==> src/design/srwm_pkg.sv <==
package srwm_pkg;

   // Field widths
   localparam int FIELD_W   = 16;
   localparam int RATE_W    = 26;
   localparam int STATUS_W  = 2;

   // Samples per second from samples per millisecond
   localparam int SCALE     = 1000;
   localparam int SCALE_W   = 10;

   // Result status codes
   localparam logic [STATUS_W-1:0] STATUS_IN_BAND  = 2'd0;
   localparam logic [STATUS_W-1:0] STATUS_OUT_BAND = 2'd1;
   localparam logic [STATUS_W-1:0] STATUS_INVALID  = 2'd2;

   // Register file
   localparam int CSR_ADDR_W = 5;
   localparam int CSR_IDX_W  = 3;
   localparam int CSR_DATA_W = 32;

   localparam logic [CSR_IDX_W-1:0] REG_ENABLE        = 3'd0;
   localparam logic [CSR_IDX_W-1:0] REG_BAND_SPLIT    = 3'd1;
   localparam logic [CSR_IDX_W-1:0] REG_HIGH_BAND_MIN = 3'd2;
   localparam logic [CSR_IDX_W-1:0] REG_HIGH_BAND_MAX = 3'd3;
   localparam logic [CSR_IDX_W-1:0] REG_LOW_BAND_MIN  = 3'd4;
   localparam logic [CSR_IDX_W-1:0] REG_LOW_BAND_MAX  = 3'd5;

   localparam logic [RATE_W-1:0] RST_BAND_SPLIT    = 26'd40000;
   localparam logic [RATE_W-1:0] RST_HIGH_BAND_MIN = 26'd47000;
   localparam logic [RATE_W-1:0] RST_HIGH_BAND_MAX = 26'd49000;
   localparam logic [RATE_W-1:0] RST_LOW_BAND_MIN  = 26'd7000;
   localparam logic [RATE_W-1:0] RST_LOW_BAND_MAX  = 26'd9000;

   typedef struct packed {
      logic [FIELD_W-1:0] sample_count;
      logic [FIELD_W-1:0] interval_ms;
   } req_type;

   typedef struct packed {
      logic [STATUS_W-1:0] status;
      logic [RATE_W-1:0]   rate;
   } rsp_type;

   typedef struct packed {
      logic              enable;
      logic [RATE_W-1:0] band_split;
      logic [RATE_W-1:0] high_band_min;
      logic [RATE_W-1:0] high_band_max;
      logic [RATE_W-1:0] low_band_min;
      logic [RATE_W-1:0] low_band_max;
   } cfg_type;

   // Controller to datapath
   typedef struct packed {
      logic load_in;
      logic set_invalid;
      logic update;
      logic mul;
      logic div_step;
      logic set_rate;
      logic emit;
   } cmd_type;

   // Datapath to controller
   typedef struct packed {
      logic in_zero;
      logic check_due;
      logic div_last;
   } sts_type;

endpackage

==> src/design/sample_rate_window_monitor.sv <==
// Channel   Direction  Handshake              Payload
// req       in         req_valid / req_stall  srwm_pkg::req_type (sample_count, interval_ms)
// rsp       out        rsp_valid / rsp_stall  srwm_pkg::rsp_type (status, rate)
// csr       in         psel/penable/pready    6 registers at byte address 4*i
//
// Invalid report: acceptance sets the result and moves to emit; input free once
// the result is out. Window fill only: input free after the update state. Check:
// update, multiply, then a restoring divide of the NUM_W-bit numerator, one bit
// a cycle, NUM_W = 16 + clog2(WINDOW_DEPTH) + 10 (30 at depth 16); then compare
// and emit. Synchronous reset clears the sums, write slot and pending result and
// resets the registers. A stalled result blocks the next; the input waits behind it.
module sample_rate_window_monitor #(
   parameter int WINDOW_DEPTH = 16
) (
   input  logic                                clock,
   input  logic                                reset,
   input  logic                                req_valid,
   output logic                                req_stall,
   input  srwm_pkg::req_type                   req_data,
   output logic                                rsp_valid,
   input  logic                                rsp_stall,
   output srwm_pkg::rsp_type                   rsp_data,
   input  logic                                psel,
   input  logic                                penable,
   input  logic                                pwrite,
   input  logic [srwm_pkg::CSR_ADDR_W-1:0]     paddr,
   input  logic [srwm_pkg::CSR_DATA_W-1:0]     pwdata,
   output logic [srwm_pkg::CSR_DATA_W-1:0]     prdata,
   output logic                                pready
);

   localparam int RATE_W = srwm_pkg::RATE_W;
   localparam int DATA_W = srwm_pkg::CSR_DATA_W;

   srwm_pkg::cfg_type cfg_ff;
   srwm_pkg::cfg_type cfg_in;
   srwm_pkg::cmd_type cmd;
   srwm_pkg::sts_type sts;

   logic [srwm_pkg::CSR_IDX_W-1:0] csr_idx;
   logic                           csr_write;

   assign pready    = 1'b1;
   assign csr_idx   = paddr[srwm_pkg::CSR_ADDR_W-1:2];
   assign csr_write = psel && penable && pwrite && pready;

   // Register write decode, unknown indexes dropped
   always_comb begin
      cfg_in = cfg_ff;
      if (csr_write) begin
         case (csr_idx)
            srwm_pkg::REG_ENABLE:        cfg_in.enable        = pwdata[0];
            srwm_pkg::REG_BAND_SPLIT:    cfg_in.band_split    = pwdata[RATE_W-1:0];
            srwm_pkg::REG_HIGH_BAND_MIN: cfg_in.high_band_min = pwdata[RATE_W-1:0];
            srwm_pkg::REG_HIGH_BAND_MAX: cfg_in.high_band_max = pwdata[RATE_W-1:0];
            srwm_pkg::REG_LOW_BAND_MIN:  cfg_in.low_band_min  = pwdata[RATE_W-1:0];
            srwm_pkg::REG_LOW_BAND_MAX:  cfg_in.low_band_max  = pwdata[RATE_W-1:0];
            default: begin
               cfg_in = cfg_ff;
            end
         endcase
      end
   end

   always_ff @(posedge clock) begin
      if (reset) begin
         cfg_ff.enable        <= 1'b0;
         cfg_ff.band_split    <= srwm_pkg::RST_BAND_SPLIT;
         cfg_ff.high_band_min <= srwm_pkg::RST_HIGH_BAND_MIN;
         cfg_ff.high_band_max <= srwm_pkg::RST_HIGH_BAND_MAX;
         cfg_ff.low_band_min  <= srwm_pkg::RST_LOW_BAND_MIN;
         cfg_ff.low_band_max  <= srwm_pkg::RST_LOW_BAND_MAX;
      end else begin
         cfg_ff <= cfg_in;
      end
   end

   // Register read back
   always_comb begin
      case (csr_idx)
         srwm_pkg::REG_ENABLE:        prdata = DATA_W'(cfg_ff.enable);
         srwm_pkg::REG_BAND_SPLIT:    prdata = DATA_W'(cfg_ff.band_split);
         srwm_pkg::REG_HIGH_BAND_MIN: prdata = DATA_W'(cfg_ff.high_band_min);
         srwm_pkg::REG_HIGH_BAND_MAX: prdata = DATA_W'(cfg_ff.high_band_max);
         srwm_pkg::REG_LOW_BAND_MIN:  prdata = DATA_W'(cfg_ff.low_band_min);
         srwm_pkg::REG_LOW_BAND_MAX:  prdata = DATA_W'(cfg_ff.low_band_max);
         default:                     prdata = '0;
      endcase
   end

   srwm_ctrl u_ctrl (
      .clock     (clock),
      .reset     (reset),
      .req_valid (req_valid),
      .req_stall (req_stall),
      .rsp_valid (rsp_valid),
      .rsp_stall (rsp_stall),
      .enable    (cfg_ff.enable),
      .sts       (sts),
      .cmd       (cmd)
   );

   srwm_dp #(
      .WINDOW_DEPTH (WINDOW_DEPTH)
   ) u_dp (
      .clock    (clock),
      .reset    (reset),
      .req_data (req_data),
      .cfg      (cfg_ff),
      .cmd      (cmd),
      .sts      (sts),
      .rsp_data (rsp_data)
   );

endmodule

==> src/design/srwm_ram.sv <==
module srwm_ram #(
   parameter int WIDTH = 32,
   parameter int DEPTH = 16
) (
   input  logic                     clock,
   input  logic                     wr_en,
   input  logic [$clog2(DEPTH)-1:0] wr_addr,
   input  logic [WIDTH-1:0]         wr_data,
   input  logic [$clog2(DEPTH)-1:0] rd_addr,
   output logic [WIDTH-1:0]         rd_data
);

   logic [WIDTH-1:0] mem [DEPTH];
   logic [WIDTH-1:0] rd_data_ff;

   // Write port and registered read port
   always_ff @(posedge clock) begin
      if (wr_en) begin
         mem[wr_addr] <= wr_data;
      end
      rd_data_ff <= mem[rd_addr];
   end

   assign rd_data = rd_data_ff;

endmodule

==> src/design/srwm_ctrl.sv <==
module srwm_ctrl (
   input  logic             clock,
   input  logic             reset,
   input  logic             req_valid,
   output logic             req_stall,
   output logic             rsp_valid,
   input  logic             rsp_stall,
   input  logic             enable,
   input  srwm_pkg::sts_type sts,
   output srwm_pkg::cmd_type cmd
);

   localparam logic [2:0] S_IDLE   = 3'd0;
   localparam logic [2:0] S_UPDATE = 3'd1;
   localparam logic [2:0] S_MUL    = 3'd2;
   localparam logic [2:0] S_DIV    = 3'd3;
   localparam logic [2:0] S_CMP    = 3'd4;
   localparam logic [2:0] S_EMIT   = 3'd5;

   logic [2:0] state_ff;
   logic [2:0] state_in;
   logic       rsp_valid_ff;
   logic       rsp_valid_in;
   logic       req_accept;
   logic       out_free;

   assign req_stall  = (state_ff != S_IDLE);
   assign req_accept = req_valid && !req_stall;
   assign out_free   = !rsp_valid_ff || !rsp_stall;

   // Sequence one transaction: invalid report, or window update with divide and compare when a check is due
   always_comb begin
      state_in = state_ff;
      cmd      = '0;
      case (state_ff)
         S_IDLE: begin
            if (req_accept && enable) begin
               cmd.load_in = 1'b1;
               if (sts.in_zero) begin
                  cmd.set_invalid = 1'b1;
                  state_in        = S_EMIT;
               end else begin
                  state_in = S_UPDATE;
               end
            end
         end
         S_UPDATE: begin
            cmd.update = 1'b1;
            state_in   = sts.check_due ? S_MUL : S_IDLE;
         end
         S_MUL: begin
            cmd.mul  = 1'b1;
            state_in = S_DIV;
         end
         S_DIV: begin
            cmd.div_step = 1'b1;
            if (sts.div_last) begin
               state_in = S_CMP;
            end
         end
         S_CMP: begin
            cmd.set_rate = 1'b1;
            state_in     = S_EMIT;
         end
         S_EMIT: begin
            if (out_free) begin
               cmd.emit = 1'b1;
               state_in = S_IDLE;
            end
         end
         default: begin
            state_in = S_IDLE;
         end
      endcase
   end

   // Hold the result until the far side takes it
   assign rsp_valid_in = cmd.emit || (rsp_valid_ff && rsp_stall);

   always_ff @(posedge clock) begin
      if (reset) begin
         state_ff     <= S_IDLE;
         rsp_valid_ff <= 1'b0;
      end else begin
         state_ff     <= state_in;
         rsp_valid_ff <= rsp_valid_in;
      end
   end

   assign rsp_valid = rsp_valid_ff;

endmodule

==> src/design/srwm_dp.sv <==
module srwm_dp #(
   parameter int WINDOW_DEPTH = 16
) (
   input  logic              clock,
   input  logic              reset,
   input  srwm_pkg::req_type req_data,
   input  srwm_pkg::cfg_type cfg,
   input  srwm_pkg::cmd_type cmd,
   output srwm_pkg::sts_type sts,
   output srwm_pkg::rsp_type rsp_data
);

   localparam int FIELD_W   = srwm_pkg::FIELD_W;
   localparam int RATE_W    = srwm_pkg::RATE_W;
   localparam int SLOT_W    = $clog2(WINDOW_DEPTH);
   localparam int SUM_W     = FIELD_W + SLOT_W;
   localparam int NUM_W     = SUM_W + srwm_pkg::SCALE_W;
   localparam int DIV_CNT_W = $clog2(NUM_W);
   localparam int MEM_W     = 2 * FIELD_W;

   localparam logic [SLOT_W-1:0]    LAST_SLOT = SLOT_W'(WINDOW_DEPTH - 1);
   localparam logic [DIV_CNT_W-1:0] LAST_BIT  = DIV_CNT_W'(NUM_W - 1);

   srwm_pkg::req_type in_ff;
   srwm_pkg::rsp_type result_ff;
   srwm_pkg::rsp_type result_in;
   srwm_pkg::rsp_type rsp_data_ff;

   // The write slot also counts reports since the last check: both advance
   // together and wrap at the window depth.
   logic [SLOT_W-1:0]    slot_ff;
   logic [SLOT_W-1:0]    slot_in;
   logic                 full_ff;
   logic                 full_in;
   logic [SUM_W-1:0]     count_sum_ff;
   logic [SUM_W-1:0]     count_sum_in;
   logic [SUM_W-1:0]     interval_sum_ff;
   logic [SUM_W-1:0]     interval_sum_in;
   logic [MEM_W-1:0]     rd_data;
   logic [FIELD_W-1:0]   old_count;
   logic [FIELD_W-1:0]   old_interval;

   logic [SUM_W-1:0]     rem_ff;
   logic [SUM_W-1:0]     rem_in;
   logic [NUM_W-1:0]     quo_ff;
   logic [NUM_W-1:0]     quo_in;
   logic [SUM_W-1:0]     divisor_ff;
   logic [DIV_CNT_W-1:0] div_cnt_ff;
   logic [DIV_CNT_W-1:0] div_cnt_in;
   logic [SUM_W:0]       rem_shift;
   logic [SUM_W:0]       trial;
   logic                 fits;

   logic [RATE_W-1:0]    rate;
   logic                 use_high;
   logic [RATE_W-1:0]    band_lo;
   logic [RATE_W-1:0]    band_hi;

   // Window store: count in the upper half, interval in the lower half
   srwm_ram #(
      .WIDTH (MEM_W),
      .DEPTH (WINDOW_DEPTH)
   ) u_window (
      .clock   (clock),
      .wr_en   (cmd.update),
      .wr_addr (slot_ff),
      .wr_data ({in_ff.sample_count, in_ff.interval_ms}),
      .rd_addr (slot_ff),
      .rd_data (rd_data)
   );

   // Slots not yet written since reset read as zero
   assign old_count    = full_ff ? rd_data[MEM_W-1:FIELD_W] : '0;
   assign old_interval = full_ff ? rd_data[FIELD_W-1:0] : '0;

   // Swap the oldest pair out of the running sums
   assign count_sum_in    = count_sum_ff - SUM_W'(old_count) + SUM_W'(in_ff.sample_count);
   assign interval_sum_in = interval_sum_ff - SUM_W'(old_interval)
                            + SUM_W'(in_ff.interval_ms);
   assign slot_in         = (slot_ff == LAST_SLOT) ? '0 : slot_ff + SLOT_W'(1);
   assign full_in         = full_ff || (slot_ff == LAST_SLOT);

   always_ff @(posedge clock) begin
      if (reset) begin
         slot_ff         <= '0;
         full_ff         <= 1'b0;
         count_sum_ff    <= '0;
         interval_sum_ff <= '0;
      end else if (cmd.update) begin
         slot_ff         <= slot_in;
         full_ff         <= full_in;
         count_sum_ff    <= count_sum_in;
         interval_sum_ff <= interval_sum_in;
      end
   end

   // Latch the transaction
   always_ff @(posedge clock) begin
      if (cmd.load_in) begin
         in_ff <= req_data;
      end
   end

   // Restoring divider, one quotient bit a cycle
   assign rem_shift  = {rem_ff, quo_ff[NUM_W-1]};
   assign trial      = rem_shift - {1'b0, divisor_ff};
   assign fits       = !trial[SUM_W];
   assign rem_in     = fits ? trial[SUM_W-1:0] : rem_shift[SUM_W-1:0];
   assign quo_in     = {quo_ff[NUM_W-2:0], fits};
   assign div_cnt_in = div_cnt_ff + DIV_CNT_W'(1);

   always_ff @(posedge clock) begin
      if (cmd.mul) begin
         quo_ff     <= NUM_W'(count_sum_ff) * NUM_W'(srwm_pkg::SCALE);
         rem_ff     <= '0;
         divisor_ff <= interval_sum_ff;
         div_cnt_ff <= '0;
      end else if (cmd.div_step) begin
         quo_ff     <= quo_in;
         rem_ff     <= rem_in;
         div_cnt_ff <= div_cnt_in;
      end
   end

   // Pick the band and classify the rate
   assign rate     = (divisor_ff == '0) ? '0 : quo_ff[RATE_W-1:0];
   assign use_high = rate > cfg.band_split;
   assign band_lo  = use_high ? cfg.high_band_min : cfg.low_band_min;
   assign band_hi  = use_high ? cfg.high_band_max : cfg.low_band_max;

   always_comb begin
      result_in = result_ff;
      if (cmd.set_invalid) begin
         result_in.status = srwm_pkg::STATUS_INVALID;
         result_in.rate   = '0;
      end else if (cmd.set_rate) begin
         result_in.status = (rate < band_lo || rate > band_hi) ?
                            srwm_pkg::STATUS_OUT_BAND : srwm_pkg::STATUS_IN_BAND;
         result_in.rate   = rate;
      end
   end

   // Result and output registers
   always_ff @(posedge clock) begin
      result_ff <= result_in;
      if (cmd.emit) begin
         rsp_data_ff <= result_ff;
      end
   end

   assign rsp_data = rsp_data_ff;

   // Status to the controller
   assign sts.in_zero   = (req_data.sample_count == '0) || (req_data.interval_ms == '0);
   assign sts.check_due = (slot_ff == LAST_SLOT);
   assign sts.div_last  = (div_cnt_ff == LAST_BIT);

endmodule

==> config.mk <==
export PLATFORM = sky130hd
export DESIGN_NAME = sample_rate_window_monitor
export DESIGN_NICKNAME = d
export VERILOG_FILES = /design/src/design/srwm_pkg.sv /design/src/design/sample_rate_window_monitor.sv /design/src/design/srwm_ram.sv /design/src/design/srwm_ctrl.sv /design/src/design/srwm_dp.sv
export SDC_FILE = /design/constraint.sdc
export NUM_CORES = 2
export LEC_CHECK = 0
export BUFFER_PORTS_ARGS = -buffer_cell sky130_fd_sc_hd__clkbuf_2
export CAP_MARGIN = 25
export CORE_UTILIZATION = 37
export DETAILED_ROUTE_END_ITERATION = 16
export GPL_TIMING_DRIVEN = 0
export SLEW_MARGIN = 25
export SYNTH_ARGS = -nofsm -noshare
export SYNTH_HDL_FRONTEND = slang
export SYNTH_SLANG_ARGS = --single-unit
==> constraint.sdc <==
create_clock -name clock -period 14.93 [get_ports clock]
set_clock_uncertainty 0.2 [all_clocks]
set_input_delay 1.493 -clock clock [delete_from_list [all_inputs] [get_ports clock]]
set_output_delay 1.493 -clock clock [all_outputs]
set_load 0.005 [all_outputs]
==> reports/results.ini <==
[run_status]
outcome = finished, final reports clean

[floorplan]
die_h_um = 341
pin_count = 139
rows = 123
core_area_mm2 = 0.113
initial_utilization_pct = 37.5
dieArea_mm2 = 0.116
die_x_um = 341

[global_routing]
grt_pass1_vias = 27029
track_usage_pct = 19.5
antenna_found_initial = 1
grt_pass1_wl_um = 171000
grt_max_degree = 34
grt_overflow_total = 0

[route]
wl_met1_um = 47500
wire_per_inst_um = 21.9
dr.pass1.iters = 7
wirelength_um = 113000
dr_wl_met2_um = 54900
via_count = 27200
wl_met3_um = 7740
remaining_drc_errors = 0
vias_per_cell = 5.27
first_iter_violations = 2051
top_layer = met4
ant_nets = 0

[synthesis]
synth-edff-count = 619
async_reset_ff_share_pct = 0
synth-seq-cells = 887
synth_cell_type_count = 81
syn_inst = 3307
synth_ff_type = edfxtp_1
yosys.area.top_type = edfxtp_1
synth.top_cell.area_share_pct = 43.8
ys_seq_area_share_pct = 56.4
yosys_warnings = 0
syn-cell-area_mm2 = 0.0425
yosys-top-cells-area = edfxtp_1, dfxtp_1, mux4_2
synth.avg_cell_area_um2 = 12.8

[hold_path]
hp-class = flip-flop to flip-flop
min-delay-start = u_dp.result_ff[10]

[clock_network]
clkLatencyLatePin_ns = 0.69
post_cts_buffers = 0
cts.clk_slew.worst_paths_ns = 0.06
cts_tree = built
htreeDepth = 3
cts.sinks = 887
root_buffer = clkbuf_16
cts_buffers = 95
ctsLongestPathBuffers = 3
post_cts_resized = 0
ctsHoldBuffers = 0

[worst_setup_path]
worstSetupStartpoint = u_dp.divisor_ff[13]
r2r-start = u_dp.divisor_ff[13]
arrival_ns = 7.74
end_kind = flip-flop
start_kind = flip-flop
worstSetupPathType = flip-flop to flip-flop
critPathMaxFanout = 10
worstPathRequired_ns = 15.33

[sta]
maxSlewHeadroom_pct = 26.0
rsz0062_at_grt = false
slew_violations = 0
min_period_ns = 7.34
setup_viol = 0
fin_setup_tns_ns = 0
timing.final.crit_share_pct = 49.2
hold_violations = 0
worst_pin_slew_ns = 1.11
max_freq_ghz = 0.136

[pwr]
clockPowerShare_pct = 29.6
p_int_w = 0.00552
p_per_area_mw_per_mm2 = 168
total_leakage_power_nw = 18.2
vdd_drop_max_v = 0.0000982
sw_frac_of_total_pct = 33.4
p_comb_share_pct = 33.5
pwr-share-seq_pct = 37.0
total_power_w = 0.00829
p_sw_w = 0.00277

[place]
gp_congestion = 0.906
dp_cells = 4980
dpl.hpwl_um = 82400
port_buffers = 120

[cells_and_area]
syn2layout_area_growth_pct = 16.1
fill_cells = 10250
layout_common_cells = edfxtp_1, nand2_1, dfxtp_1
drive_gt1_share_pct = 15.2
final_common_cell = edfxtp_1
final_nets = 3951
stdcell_count = 5159

[job]
maxCapViolations = 0

[state kept, by name, indices dropped and copies added (netlist names), 3 cells and up]
name,count
u_dp.u_window.rd_data,32
u_dp.u_window.mem,512
u_dp.slot_ff,4
u_dp.quo_ff,30
u_dp.rsp_data,28
u_dp.interval_sum_ff,20
u_dp.rem_ff,20
u_dp.in_ff,32
u_dp.divisor_ff,20
u_dp.div_cnt_ff,5
u_dp.count_sum_ff,20
u_ctrl.state_ff,3
u_dp.result_ff,28
cfg_ff,131
[layer usage]
layer	vias to the layer above	global-route usage (%)
met5	-	0
met1	13531	25.9
met2	914	32.7
met3	171	3.21
li1	12584	-
met4	0	5.63
[synth_stat cells, drive strengths merged, types with 5 or more instances]
cell	number
and2	63
o31ai	7
mux4	160
inv	230
nand3	40
nor2b	15
o311ai	6
a21o	42
a22o	6
mux2	5
nand4	13
nand2b	18
nor4	21
and3	9
or3	14
edfxtp	619
clkbuf	116
a211o	12
o21ai	84
or2	7
or4	5
a221o	25
ha	195
dfxtp	268
xnor2	48
a31oi	8
nand2	486
mux2i	87
nand3b	37
a211oi	15
a21oi	249
nor3	47
xor2	19
o211ai	11
fa	103
nor2	112
o21a	12
buf	39
a221oi	5
[power by group through the flow]
stage,Combinational [W],Sequential [W],Clock (W)
5_1_grt,0.00313,0.00309,0.00258
3_5_place_dp,0.00278,0.00312,0
2_1_floorplan,0.00213,0.00303,0
6_report,0.00277,0.00306,0.00245
4_1_cts,0.00280,0.00306,0.00249
3_3_place_gp,0.00271,0.00312,0
[final cells by class]
cell class	count	area, um2	share of cell area (%)
tap	1500	1880	3.81
clock buffer	125	2570	5.22
multi-input combinational	2039	17200	34.9
sequential	887	24000	48.6
buffer	155	632	1.28
inverter	231	867	1.76
clock inverter	53	673	1.37
timing repair buffer	168	1490	3.03
antenna	1	2.50	0.00508
[through the flow]
| step | setup WS [ns] | instance area, um2 | utilization [%] | hold WS [ns] |
|---|---|---|---|---|
| after detailed placement | 7.54 | 46000 | 40.7 | 0.225 |
| after floorplan | 9.31 | 42500 | - | 0.208 |
| after global routing | 7.23 | 49300 | 43.6 | 0.247 |
| after CTS | 7.53 | 49300 | 43.6 | 0.230 |
| final | 7.59 | 49300 | 43.6 | 0.233 |
| after global placement | 6.71 | 45000 | 39.7 | 0.217 |
[critical path, stage by stage (launching register included)]
cell      delay (ns)
edfxtp_1        0.42
nor4_2          0.43
and2_1          0.42
nand2_4         0.15
clkbuf_1        0.20
and2_1          0.31
ha_1            0.35
nand4_1         0.20
nor4_1          0.47
nand3b_1        0.25
or4_4           0.52
a21oi_4         0.32
buf_2           0.37
buf_2           0.41
mux2i_1         0.33
ha_1            0.29
and4_1          0.22
a221oi_1        0.40
o311ai_1        0.24
a221oi_1        0.52
o211ai_2        0.15
o211ai_2        0.11
[cells by family after synthesis]
group	synth area share, %
simple gates	9.64
flops	56.4
compound gates	7.70
buf+inv	3.50
fa+ha+maj	10.7
mux	10.7
xor+xnor	1.40
other cells	0.0177
[path summary, 6_finish.rpt]
check | to | slack [ns] | depth (start not counted)
max | u_dp.result_ff[26] | 7.59 | 21
min | u_dp.rsp_data[10] | 0.23 | 0
max reg2reg | u_dp.result_ff[26] | 7.59 | 21
min reg2reg | u_dp.rsp_data[10] | 0.23 | 0
Note: power is estimated with default switching activity, not from simulation.
